## src/design/glpw_pkg.sv

```systemverilog
// ----------------------------------------------------------------------------
// glpw_pkg
// Shared constants for the 3d grid line path walker: default coordinate
// width, segment queue depth and major axis codes.
// ----------------------------------------------------------------------------
package glpw_pkg;

  localparam int COORD_BITS_DEF = 6;
  localparam int QUEUE_DEPTH    = 2;

  localparam logic [1:0] AXIS_X = 2'd0;
  localparam logic [1:0] AXIS_Y = 2'd1;
  localparam logic [1:0] AXIS_Z = 2'd2;

endpackage

```

## src/design/grid_line_path_walker_3d.sv

```systemverilog
// ----------------------------------------------------------------------------
// grid_line_path_walker_3d
// Walks 3d Bresenham lines between successive path nodes on a signed grid.
// ----------------------------------------------------------------------------
// node channel: node_valid / node_stall carry one node (x, y, z, new_path).
// a node with new_path set, or the first node after reset, only starts a
// path and gives no points. every later node gives the grid points of the
// line from the previous node to it, end point included; the joint point
// shared with the previous line is given once.
// point channel: point_valid / point_stall carry one grid point per transfer;
// last_point marks the final point of a node.
// the first point of a node passes through the segment queue, the walker
// registers and the output register. the walker works on one node at a
// time and steps one point per cycle while the output is not stalled. a
// two-entry segment queue lets nodes be taken while the walker is busy;
// node_stall rises when that queue is full.
// a stalled point holds in the output register and the walker waits.
// reset empties the queue, drops any pending point and forgets the path.
// ----------------------------------------------------------------------------
module grid_line_path_walker_3d #(
  parameter int COORD_BITS = glpw_pkg::COORD_BITS_DEF
) (
  input  logic                         clk,
  input  logic                         rst,
  input  logic                         node_valid,
  output logic                         node_stall,
  input  logic signed [COORD_BITS-1:0] node_x,
  input  logic signed [COORD_BITS-1:0] node_y,
  input  logic signed [COORD_BITS-1:0] node_z,
  input  logic                         new_path,
  output logic                         point_valid,
  input  logic                         point_stall,
  output logic signed [COORD_BITS-1:0] point_x,
  output logic signed [COORD_BITS-1:0] point_y,
  output logic signed [COORD_BITS-1:0] point_z,
  output logic                         last_point
);

  localparam int SEG_BITS = 3 * COORD_BITS + 3 + 2 + 3 * COORD_BITS + 1;

  logic                seg_push;
  logic                seg_pop;
  logic [SEG_BITS-1:0] push_data;
  logic [SEG_BITS-1:0] pop_data;
  logic                queue_full;
  logic                queue_empty;

  glpw_front #(.COORD_BITS(COORD_BITS)) u_front (
    .clk        (clk),
    .rst        (rst),
    .node_valid (node_valid),
    .node_stall (node_stall),
    .node_x     (node_x),
    .node_y     (node_y),
    .node_z     (node_z),
    .new_path   (new_path),
    .queue_full (queue_full),
    .seg_push   (seg_push),
    .seg_data   (push_data)
  );

  glpw_queue #(.WIDTH(SEG_BITS), .DEPTH(glpw_pkg::QUEUE_DEPTH)) u_queue (
    .clk       (clk),
    .rst       (rst),
    .push      (seg_push),
    .push_data (push_data),
    .pop       (seg_pop),
    .pop_data  (pop_data),
    .full      (queue_full),
    .empty     (queue_empty)
  );

  glpw_walk #(.COORD_BITS(COORD_BITS)) u_walk (
    .clk         (clk),
    .rst         (rst),
    .queue_empty (queue_empty),
    .seg_data    (pop_data),
    .seg_pop     (seg_pop),
    .point_valid (point_valid),
    .point_stall (point_stall),
    .point_x     (point_x),
    .point_y     (point_y),
    .point_z     (point_z),
    .last_point  (last_point)
  );

endmodule

```

## src/design/glpw_front.sv

```systemverilog
// ----------------------------------------------------------------------------
// glpw_front
// Accepts path nodes, keeps the previous node and path state, and turns each
// node that extends a path into a segment descriptor for the walker.
// ----------------------------------------------------------------------------
module glpw_front #(
  parameter int COORD_BITS = glpw_pkg::COORD_BITS_DEF
) (
  input  logic                         clk,
  input  logic                         rst,
  input  logic                         node_valid,
  output logic                         node_stall,
  input  logic signed [COORD_BITS-1:0] node_x,
  input  logic signed [COORD_BITS-1:0] node_y,
  input  logic signed [COORD_BITS-1:0] node_z,
  input  logic                         new_path,
  input  logic                         queue_full,
  output logic                         seg_push,
  output logic [3*COORD_BITS+3+2+3*COORD_BITS+1-1:0] seg_data
);

  typedef struct packed {
    logic signed [COORD_BITS-1:0] start_x;
    logic signed [COORD_BITS-1:0] start_y;
    logic signed [COORD_BITS-1:0] start_z;
    logic                         neg_x;
    logic                         neg_y;
    logic                         neg_z;
    logic [1:0]                   major;
    logic [COORD_BITS-1:0]        dm;
    logic [COORD_BITS-1:0]        da;
    logic [COORD_BITS-1:0]        db;
    logic                         skip;
  } seg_t;

  logic signed [COORD_BITS-1:0] prev_x;
  logic signed [COORD_BITS-1:0] prev_y;
  logic signed [COORD_BITS-1:0] prev_z;
  logic                         have_prev;
  logic                         last_valid;

  logic signed [COORD_BITS:0] dx;
  logic signed [COORD_BITS:0] dy;
  logic signed [COORD_BITS:0] dz;
  logic signed [COORD_BITS:0] ax_full;
  logic signed [COORD_BITS:0] ay_full;
  logic signed [COORD_BITS:0] az_full;
  logic [COORD_BITS-1:0]      adx;
  logic [COORD_BITS-1:0]      ady;
  logic [COORD_BITS-1:0]      adz;
  logic                       accept;
  logic                       starts;
  seg_t                       seg;

  assign node_stall = queue_full;
  assign accept     = node_valid && !node_stall;
  assign starts     = new_path || !have_prev;

  assign dx = {node_x[COORD_BITS-1], node_x} - {prev_x[COORD_BITS-1], prev_x};
  assign dy = {node_y[COORD_BITS-1], node_y} - {prev_y[COORD_BITS-1], prev_y};
  assign dz = {node_z[COORD_BITS-1], node_z} - {prev_z[COORD_BITS-1], prev_z};
  assign ax_full = dx[COORD_BITS] ? -dx : dx;
  assign ay_full = dy[COORD_BITS] ? -dy : dy;
  assign az_full = dz[COORD_BITS] ? -dz : dz;
  assign adx = ax_full[COORD_BITS-1:0];
  assign ady = ay_full[COORD_BITS-1:0];
  assign adz = az_full[COORD_BITS-1:0];

  always_comb begin
    seg.start_x = prev_x;
    seg.start_y = prev_y;
    seg.start_z = prev_z;
    seg.neg_x   = dx[COORD_BITS];
    seg.neg_y   = dy[COORD_BITS];
    seg.neg_z   = dz[COORD_BITS];
    seg.skip    = last_valid;
    if (adx >= ady && adx >= adz) begin
      seg.major = glpw_pkg::AXIS_X;
      seg.dm    = adx;
      seg.da    = ady;
      seg.db    = adz;
    end else if (ady >= adz) begin
      seg.major = glpw_pkg::AXIS_Y;
      seg.dm    = ady;
      seg.da    = adx;
      seg.db    = adz;
    end else begin
      seg.major = glpw_pkg::AXIS_Z;
      seg.dm    = adz;
      seg.da    = adx;
      seg.db    = ady;
    end
  end

  // a repeated node after an emitted point gives nothing
  assign seg_push = accept && !starts && !(seg.dm == '0 && last_valid);
  assign seg_data = seg;

  always_ff @(posedge clk) begin
    if (rst) begin
      have_prev  <= 1'b0;
      last_valid <= 1'b0;
    end else if (accept) begin
      have_prev  <= 1'b1;
      last_valid <= !starts;
    end
  end

  always_ff @(posedge clk) begin
    if (accept) begin
      prev_x <= node_x;
      prev_y <= node_y;
      prev_z <= node_z;
    end
  end

endmodule

```

## src/design/glpw_queue.sv

```systemverilog
// ----------------------------------------------------------------------------
// glpw_queue
// Short first-in first-out queue of segment descriptors between the front
// and the walker.
// ----------------------------------------------------------------------------
module glpw_queue #(
  parameter int WIDTH = 8,
  parameter int DEPTH = glpw_pkg::QUEUE_DEPTH
) (
  input  logic             clk,
  input  logic             rst,
  input  logic             push,
  input  logic [WIDTH-1:0] push_data,
  input  logic             pop,
  output logic [WIDTH-1:0] pop_data,
  output logic             full,
  output logic             empty
);

  localparam int PW = (DEPTH > 1) ? $clog2(DEPTH) : 1;
  localparam int CW = $clog2(DEPTH + 1);

  logic [WIDTH-1:0] mem [DEPTH];
  logic [PW-1:0]    wr_ptr;
  logic [PW-1:0]    rd_ptr;
  logic [CW-1:0]    count;
  logic             do_push;
  logic             do_pop;

  assign full     = (count == CW'(DEPTH));
  assign empty    = (count == '0);
  assign do_push  = push && !full;
  assign do_pop   = pop && !empty;
  assign pop_data = mem[rd_ptr];

  always_ff @(posedge clk) begin
    if (rst) begin
      wr_ptr <= '0;
      rd_ptr <= '0;
      count  <= '0;
    end else begin
      if (do_push) begin
        wr_ptr <= (wr_ptr == PW'(DEPTH - 1)) ? '0 : wr_ptr + PW'(1);
      end
      if (do_pop) begin
        rd_ptr <= (rd_ptr == PW'(DEPTH - 1)) ? '0 : rd_ptr + PW'(1);
      end
      if (do_push && !do_pop) begin
        count <= count + CW'(1);
      end else if (do_pop && !do_push) begin
        count <= count - CW'(1);
      end
    end
  end

  always_ff @(posedge clk) begin
    if (do_push) begin
      mem[wr_ptr] <= push_data;
    end
  end

endmodule

```

## src/design/glpw_walk.sv

```systemverilog
// ----------------------------------------------------------------------------
// glpw_walk
// Takes segment descriptors and steps the Bresenham line along the major
// axis, one grid point per cycle while the output is not stalled, into the output register.
// ----------------------------------------------------------------------------
module glpw_walk #(
  parameter int COORD_BITS = glpw_pkg::COORD_BITS_DEF
) (
  input  logic                         clk,
  input  logic                         rst,
  input  logic                         queue_empty,
  input  logic [3*COORD_BITS+3+2+3*COORD_BITS+1-1:0] seg_data,
  output logic                         seg_pop,
  output logic                         point_valid,
  input  logic                         point_stall,
  output logic signed [COORD_BITS-1:0] point_x,
  output logic signed [COORD_BITS-1:0] point_y,
  output logic signed [COORD_BITS-1:0] point_z,
  output logic                         last_point
);

  localparam int EW = COORD_BITS + 3;

  localparam logic ST_IDLE = 1'b0;
  localparam logic ST_RUN  = 1'b1;

  typedef struct packed {
    logic signed [COORD_BITS-1:0] start_x;
    logic signed [COORD_BITS-1:0] start_y;
    logic signed [COORD_BITS-1:0] start_z;
    logic                         neg_x;
    logic                         neg_y;
    logic                         neg_z;
    logic [1:0]                   major;
    logic [COORD_BITS-1:0]        dm;
    logic [COORD_BITS-1:0]        da;
    logic [COORD_BITS-1:0]        db;
    logic                         skip;
  } seg_t;

  seg_t                         seg;
  logic                         state;
  logic signed [COORD_BITS-1:0] pos_x;
  logic signed [COORD_BITS-1:0] pos_y;
  logic signed [COORD_BITS-1:0] pos_z;
  logic                         neg_x;
  logic                         neg_y;
  logic                         neg_z;
  logic [1:0]                   major;
  logic [COORD_BITS-1:0]        remain;
  logic                         skip;
  logic signed [EW-1:0]         err_a;
  logic signed [EW-1:0]         err_b;
  logic [EW-1:0]                dm2;
  logic [EW-1:0]                da2;
  logic [EW-1:0]                db2;

  logic                         out_free;
  logic                         emit;
  logic                         advance;
  logic                         step_a;
  logic                         step_b;
  logic                         move_x;
  logic                         move_y;
  logic                         move_z;
  logic signed [EW-1:0]         err_a_next;
  logic signed [EW-1:0]         err_b_next;

  assign seg      = seg_data;
  assign out_free = !point_valid || !point_stall;
  assign seg_pop  = (state == ST_IDLE) && !queue_empty;
  assign emit     = (state == ST_RUN) && out_free && !skip;
  assign advance  = (state == ST_RUN) && out_free && (skip || remain != '0);

  assign step_a = !err_a[EW-1];
  assign step_b = !err_b[EW-1];

  always_comb begin
    move_x = 1'b0;
    move_y = 1'b0;
    move_z = 1'b0;
    unique case (major)
      glpw_pkg::AXIS_X: begin
        move_x = 1'b1;
        move_y = step_a;
        move_z = step_b;
      end
      glpw_pkg::AXIS_Y: begin
        move_y = 1'b1;
        move_x = step_a;
        move_z = step_b;
      end
      glpw_pkg::AXIS_Z: begin
        move_z = 1'b1;
        move_x = step_a;
        move_y = step_b;
      end
      default: begin
        move_x = 1'b0;
      end
    endcase
    err_a_next = (step_a ? err_a - dm2 : err_a) + da2;
    err_b_next = (step_b ? err_b - dm2 : err_b) + db2;
  end

  always_ff @(posedge clk) begin
    if (rst) begin
      state <= ST_IDLE;
    end else begin
      unique case (state)
        ST_IDLE: begin
          if (!queue_empty) begin
            state <= ST_RUN;
          end
        end
        ST_RUN: begin
          if (emit && remain == '0) begin
            state <= ST_IDLE;
          end
        end
        default: begin
          state <= ST_IDLE;
        end
      endcase
    end
  end

  always_ff @(posedge clk) begin
    if (seg_pop) begin
      pos_x  <= seg.start_x;
      pos_y  <= seg.start_y;
      pos_z  <= seg.start_z;
      neg_x  <= seg.neg_x;
      neg_y  <= seg.neg_y;
      neg_z  <= seg.neg_z;
      major  <= seg.major;
      remain <= seg.dm;
      skip   <= seg.skip;
      dm2    <= {{(EW-COORD_BITS-1){1'b0}}, seg.dm, 1'b0};
      da2    <= {{(EW-COORD_BITS-1){1'b0}}, seg.da, 1'b0};
      db2    <= {{(EW-COORD_BITS-1){1'b0}}, seg.db, 1'b0};
      err_a  <= {{(EW-COORD_BITS-1){1'b0}}, seg.da, 1'b0}
              - {{(EW-COORD_BITS){1'b0}}, seg.dm};
      err_b  <= {{(EW-COORD_BITS-1){1'b0}}, seg.db, 1'b0}
              - {{(EW-COORD_BITS){1'b0}}, seg.dm};
    end else if (advance) begin
      skip   <= 1'b0;
      remain <= remain - COORD_BITS'(1);
      err_a  <= err_a_next;
      err_b  <= err_b_next;
      if (move_x) begin
        pos_x <= neg_x ? pos_x - COORD_BITS'(1) : pos_x + COORD_BITS'(1);
      end
      if (move_y) begin
        pos_y <= neg_y ? pos_y - COORD_BITS'(1) : pos_y + COORD_BITS'(1);
      end
      if (move_z) begin
        pos_z <= neg_z ? pos_z - COORD_BITS'(1) : pos_z + COORD_BITS'(1);
      end
    end
  end

  // output register
  always_ff @(posedge clk) begin
    if (rst) begin
      point_valid <= 1'b0;
    end else if (out_free) begin
      point_valid <= emit;
    end
  end

  always_ff @(posedge clk) begin
    if (emit) begin
      point_x    <= pos_x;
      point_y    <= pos_y;
      point_z    <= pos_z;
      last_point <= (remain == '0);
    end
  end

endmodule

```

## config.mk

```make
export PLATFORM = sky130hd
export DESIGN_NAME = grid_line_path_walker_3d
export DESIGN_NICKNAME = d
export VERILOG_FILES = /design/src/design/glpw_pkg.sv /design/src/design/grid_line_path_walker_3d.sv /design/src/design/glpw_front.sv /design/src/design/glpw_queue.sv /design/src/design/glpw_walk.sv
export SDC_FILE = /design/constraint.sdc
export NUM_CORES = 1
export LEC_CHECK = 0
export ABC_AREA = 1
export CORE_UTILIZATION = 35
export CTS_CLUSTER_SIZE = 28
export DETAILED_ROUTE_END_ITERATION = 8
export DONT_BUFFER_PORTS = 1
export HOLD_SLACK_MARGIN = 0.02
export PLACE_DENSITY = 0.47
export SLEW_MARGIN = 20
export SYNTH_ARGS = -nofsm -noshare
export SYNTH_HDL_FRONTEND = slang
export SYNTH_SLANG_ARGS = --single-unit
```

## constraint.sdc

```tcl
create_clock -name clk -period 15.6 [get_ports clk]
set_input_delay 1.56 -clock clk [delete_from_list [all_inputs] [get_ports clk]]
set_output_delay 1.56 -clock clk [all_outputs]
set_load 0.02 [all_outputs]
```

# == Word level (Yosys, flattened, before mapping) ==
# Memories as Yosys holds them, arrays and structs flattened. A register that Yosys moved wholly into a read port is not among the register bits.
# Cells that the tools add are included.
# word_totals
in_bits,23
n_memories,1
ramBits,84
ff_bits,111
out_inout_bits,21
# memory_table
name,depth,width,read_ports,rd_clocked_by_memory_dff,write_ports,line,text
u_queue.mem,2,42,1,1,1,glpw_queue.sv:23,logic [WIDTH-1:0] mem [DEPTH];
# classes
reduce_logical,44
n_bitwise,1
muxes,41
eq_ne,3
magnitude_cmp,3
n_addsub,23
# ops
op,n
two-way mux 6 bit,17
two-way mux 9 bit,6
two-way mux 20 bit,2
subtractor 6 x 6 -> 7 bit,3
"adder 6 x 2 -> 6 bit, second input constant",3
adder 9 x 7 -> 9 bit,2
>= comparator 6 bit,3
negator 6 bit,3
"subtractor 6 x 2 -> 6 bit, second input constant",3
subtractor 9 x 7 -> 9 bit,2
subtractor 7 x 6 -> 8 bit,2
logical AND 1 bit,14
logical NOT 1 bit,12
logical NOT 6 bit,2
two-way mux 1 bit,10
nonzero test 2 bit,5
one-hot mux 1 bit (2 select lines),3
AND reduction 2 bit,3
nonzero test 6 bit,1
"subtractor 6 x 1 -> 6 bit, second input constant",1
"== test 2 bit, second input constant",2
logical NOT 2 bit,2
two-way mux 2 bit,2
OR reduction 2 bit,2
7 further kinds,10

# == Depth between registers and ports, before layout ==
# logic_depth
ltp_word,15
ltp_mapped,36

# == By module ==
# From an unflattened synthesis, not the netlist that was laid out.
# hier_totals
hier_cells,1156
hier_area_um2,11569.8
# by_module_without_submodules
module,cells_each,area_per_inst_um2,n_inst
glpw_walk,603,5447.7,1
glpw_queue,168,3487.1,1
glpw_front,385,2635.0,1

# == Worst setup path before layout ==
# Ideal clock, no wire load.
# synth_path
path_kind,input to register
start,input node_x[0]
end,memory u_queue.mem[0][0] (netlist bit) (enable)
path_buffers,1
t_arrival_ps,6175
stages,26
path_slack_ps,8983
required_ps,15159
path_cell_list,inv_1 > ha_1 > fa_1 > inv_1 > nand3_1 > nand2_1 > nand2_1 > nand2_1 > nand2_2 > o21ai_0 > ha_1 > a21boi_0 > o21ai_0 > nand2_1 > nand2_1 > nand2_1 > a21oi_1 > a21oi_2 > nand2_2 > buf_6 > nand2_1 > nand2_1 > nor2_2 > nand3_2 > nand2_1 > nor2_1
# synth_rtl
element,line,text
"start, declared",grid_line_path_walker_3d.sv:27,"input logic signed [COORD_BITS-1:0] node_x,"
subtractor 6 x 6 -> 7 bit *,glpw_front.sv:59,"assign dx = {node_x[COORD_BITS-1], node_x} - {prev_x[COORD_BITS-1], prev_x};"
named net push_data[23],grid_line_path_walker_3d.sv:43,logic [SEG_BITS-1:0] push_data;
two-way mux 6 bit *,glpw_front.sv:62,assign ax_full = dx[COORD_BITS] ? -dx : dx;
>= comparator 6 bit,glpw_front.sv:77,if (adx >= ady && adx >= adz) begin
logical AND 1 bit,glpw_front.sv:77,
two-way mux 20 bit *,glpw_front.sv:77,
named net push_data[15],grid_line_path_walker_3d.sv:43,
logical NOT 6 bit *,glpw_front.sv:96,assign seg_push = accept && !starts && !(seg.dm == '0 && last_valid);
logical AND 1 bit *,glpw_front.sv:96,
logical NOT 1 bit *,glpw_front.sv:96,
logical AND 1 bit *,glpw_front.sv:96,
logical AND 1 bit *,glpw_queue.sv:32,assign do_push = push && !full;
two-way mux 1 bit *,glpw_queue.sv:57,if (do_push) begin
two-way mux 1 bit (implied by the code) *,glpw_queue.sv:58,mem[wr_ptr] <= push_data;
"end, declared",glpw_queue.sv:23,
# The timed path passes the listed nets; every way through them passes the cells marked *.

# == Worst setup path in the final report ==
# layout_path
start,input node_x[0]
end,memory u_queue.mem[0][26] (netlist bit) (enable)
# The elaborated chain is that of the path after synthesis.

==> impl_metrics.csv <==
group,metric,value,unit
status,status,"finished, final reports clean",
route,first_iter_violations,463,
yosys,avgSynthCellArea,9.832,µm²
sta,slew_violations,0,
clock_tree,cts.path.max_buffers,2,
finish,area_growth,9.564,%
die,fp-row-count,64,
yosys,ys_warn_count,0,
worst_setup_path,worst_setup_path_start_kind,"input port",
sta,slew_headroom,25.02,%
yosys,ys_ff_latch,194,
yosys,async_reset_ff_share,0,%
worst_setup_path,r2r_cells,25,
global_routing,grt_pass1_wl,37.86,mm
min_path,hp-class,"flop to flop",
worst_setup_path,required,15.71,ns
placement,hpwl,17.74,mm
worst_setup_path,crit_fanout,22,
worst_setup_path,critPathLaunch,"node_x[0]",
clock_tree,cts_made_buffers,17,
finish,antennaDiodeCount,0,
route,drtAntennaViolNets,0,
worst_setup_path,crit_path_frequent_cell,"nand2_1",
route,wl_per_cell,15.63,µm
yosys,synth_nets,1236,
yosys,synth_ff_type,"edfxtp_1",
sta,timing.final.crit_share,37.91,%
die,core_region_area,30670,µm²
sta,finalSetupViolations,0,
clock_tree,clk_latency,0.43,ns
sta,tightest_slew,1.113,ns
route,vias,7142,
clock_tree,post-cts-setup-buffers,0,
yosys,ys_seq_area_share,52.51,%
finish,final_util,39.02,%
global_routing,grt_pass1_vias,6818,
global_routing,overflow,0,
finish,nets,1241,
finish,drive_gt1_share,7.883,%
sta,rsz0062_at_grt,"no",
yosys,syn_inst,1111,
die,dieArea,31920,µm²
worst_setup_path,worstSetupEndpoint,"u_queue.mem[0][26]",
clock_tree,root_buffer,"clkbuf_16",
finish,final_common_cell,"nand2_1",
clock_tree,cts_tree,"done",
yosys,synth_cell_type_count,41,
clock_tree,post_cts_resized,0,
die,io_pins,44,
worst_setup_path,rr_endpoint,"u_queue.mem[0][26]",
worst_setup_path,end_kind,"flop",
worst_setup_path,r2r_setup_slack,10.26,ns
worst_setup_path,critical_path_class,"input port to flop",
clock_tree,cts.sinks,194,
clock_tree,hold_buffers,0,
die,start_util,35.62,%
clock_tree,cts_max_level,4,
yosys,synthesis.area,10920,µm²
sta,fmax,0.1691,GHz
finish,final_cell_mix,"272 x nand2_1, 185 x edfxtp_1, 141 x inv_1",
placement,gp_congestion,0.8301,
min_path,hold_path_depth,0,
global_routing,grt_antenna_before_repair,1,
worst_setup_path,reg2reg_from,"u_front.prev_x[0]",
clock_tree,path_clk_slew,0.07,ns
sta,min_period,5.914,ns
die,die_w,178.7,µm
sta,fin_setup_tns,0,ns
route,drc,0,
die,die_h,178.7,µm
yosys,synth_edf_count,185,
route,dr.pass1.iters,4,
sta,skew,0.01889,ns
run,drv_cap,0,
route,vias_per_cell,4.683,
global_routing,track_usage,15.92,%
worst_setup_path,max_stage_delay,0.55,ns
worst_setup_path,cp.arrival,6.02,ns
route,routed_wl,23.83,mm
placement,portBuffers,0,
global_routing,grt_max_degree,62,
worst_setup_path,slowest_stage,"o21ai_0",
sta,hold_viol_final,0,
-- flip-flops by register name (all words and copies together) (netlist names), 2 cells and up, named ones only --
register / flops
u_front.prev_z: 6
u_walk.remain: 6
u_walk.major: 2
u_walk.pos_z: 6
u_walk.da2: 6
u_queue.mem: 84
u_walk.db2: 6
u_front.prev_y: 6
u_walk.err_b: 8
u_walk.err_a: 8
u_walk.point_z: 6
u_walk.pos_y: 6
u_walk.point_y: 6
u_walk.pos_x: 6
u_walk.dm2: 6
u_queue.count: 2
u_front.prev_x: 6
u_walk.point_x: 6
-- critical path: cells and delay by family --
| kind | cells | cell delay (ns) |
|---|---|---|
| AO/OA/AOI/OAI | 5 | 1.05 |
| adder cells (fa/ha/maj) | 3 | 0.96 |
| buffers and inverters | 3 | 0.52 |
| AND/OR/NAND/NOR | 15 | 1.92 |
-- worst min-delay path by stage --
stage                          from           endpoint  slack [ns]
CTS                  u_queue.rd_ptr     u_queue.rd_ptr        0.45
global placement     u_queue.rd_ptr     u_queue.rd_ptr        0.44
detailed placement  u_walk.pos_y[2]  u_walk.point_y[2]        0.44
floorplan            u_queue.rd_ptr               flop        0.43
finish              u_walk.pos_z[2]  u_walk.point_z[2]        0.46
global route        u_walk.pos_y[2]  u_walk.point_y[2]        0.46
-- synth_stat cells (2+ instances only) --
cell / number / area share [%]
nand4_1: 2 / 0.11
fa_1: 12 / 2.2
xor2_1: 28 / 2.2
o21ai_0: 80 / 3.7
o31ai_1: 6 / 0.41
a211oi_1: 6 / 0.41
nand3_2: 5 / 0.46
nand3_1: 34 / 1.6
clkbuf_1: 18 / 0.62
inv_2: 2 / 0.069
nand2_2: 17 / 0.97
o21bai_1: 3 / 0.21
nor2_1: 60 / 2.1
dfxtp_1: 9 / 1.6
o211ai_1: 6 / 0.41
or2_2: 16 / 0.92
nand3b_1: 6 / 0.41
ha_1: 90 / 10
nor3_1: 8 / 0.37
inv_1: 141 / 4.8
and2_1: 7 / 0.40
nor2_2: 3 / 0.17
edfxtp_1: 185 / 51
nand2_1: 272 / 9.3
a31oi_1: 7 / 0.40
xnor2_1: 14 / 1.1
a21oi_1: 60 / 2.7
-- layer usage --
| metal | track usage, % | wire (µm) |
|---|---|---|
| met3 | 2.863 | 701 |
| met4 | 3.884 | 245 |
| met1 | 23.31 | 12470 |
| met2 | 24.19 | 10410 |
| met5 | 0 | 0 |
-- kinds of logic after synthesis --
| logic type | synth area share, % |
|---|---|
| AO/OA/AOI/OAI | 8.660 |
| XOR/XNOR | 3.517 |
| adder cells (fa/ha/maj) | 12.51 |
| buffers and inverters | 5.807 |
| flip-flops | 52.51 |
| AND/OR/NAND/NOR | 17.00 |
-- area by class of cell --
class                      instances  area (µm²)
sequential                       194        5736
multi-input combinational        751        4572
inverter                         145       546.8
tap                              396       495.5
clock inverter                    15       140.1
clock buffer                      17       425.4
timing repair buffer               7       52.55
fill                            3014       18700
-- through the flow --
step	hold WS (ns)	instance area, µm²	std cells	worst slack (ns)
detailed placement	0.4428	11400	1493	9.214
global route	0.4643	11970	1525	9.229
CTS	0.4549	11970	1525	9.663
global placement	0.4375	11400	1493	9.290
floorplan	0.4255	10920	1111	8.983
finish	0.4553	11970	1525	9.686
Power is left out: the tool's default activity adds up to more than one toggle a clock period on the data nets, which glitch-free logic cannot reach.
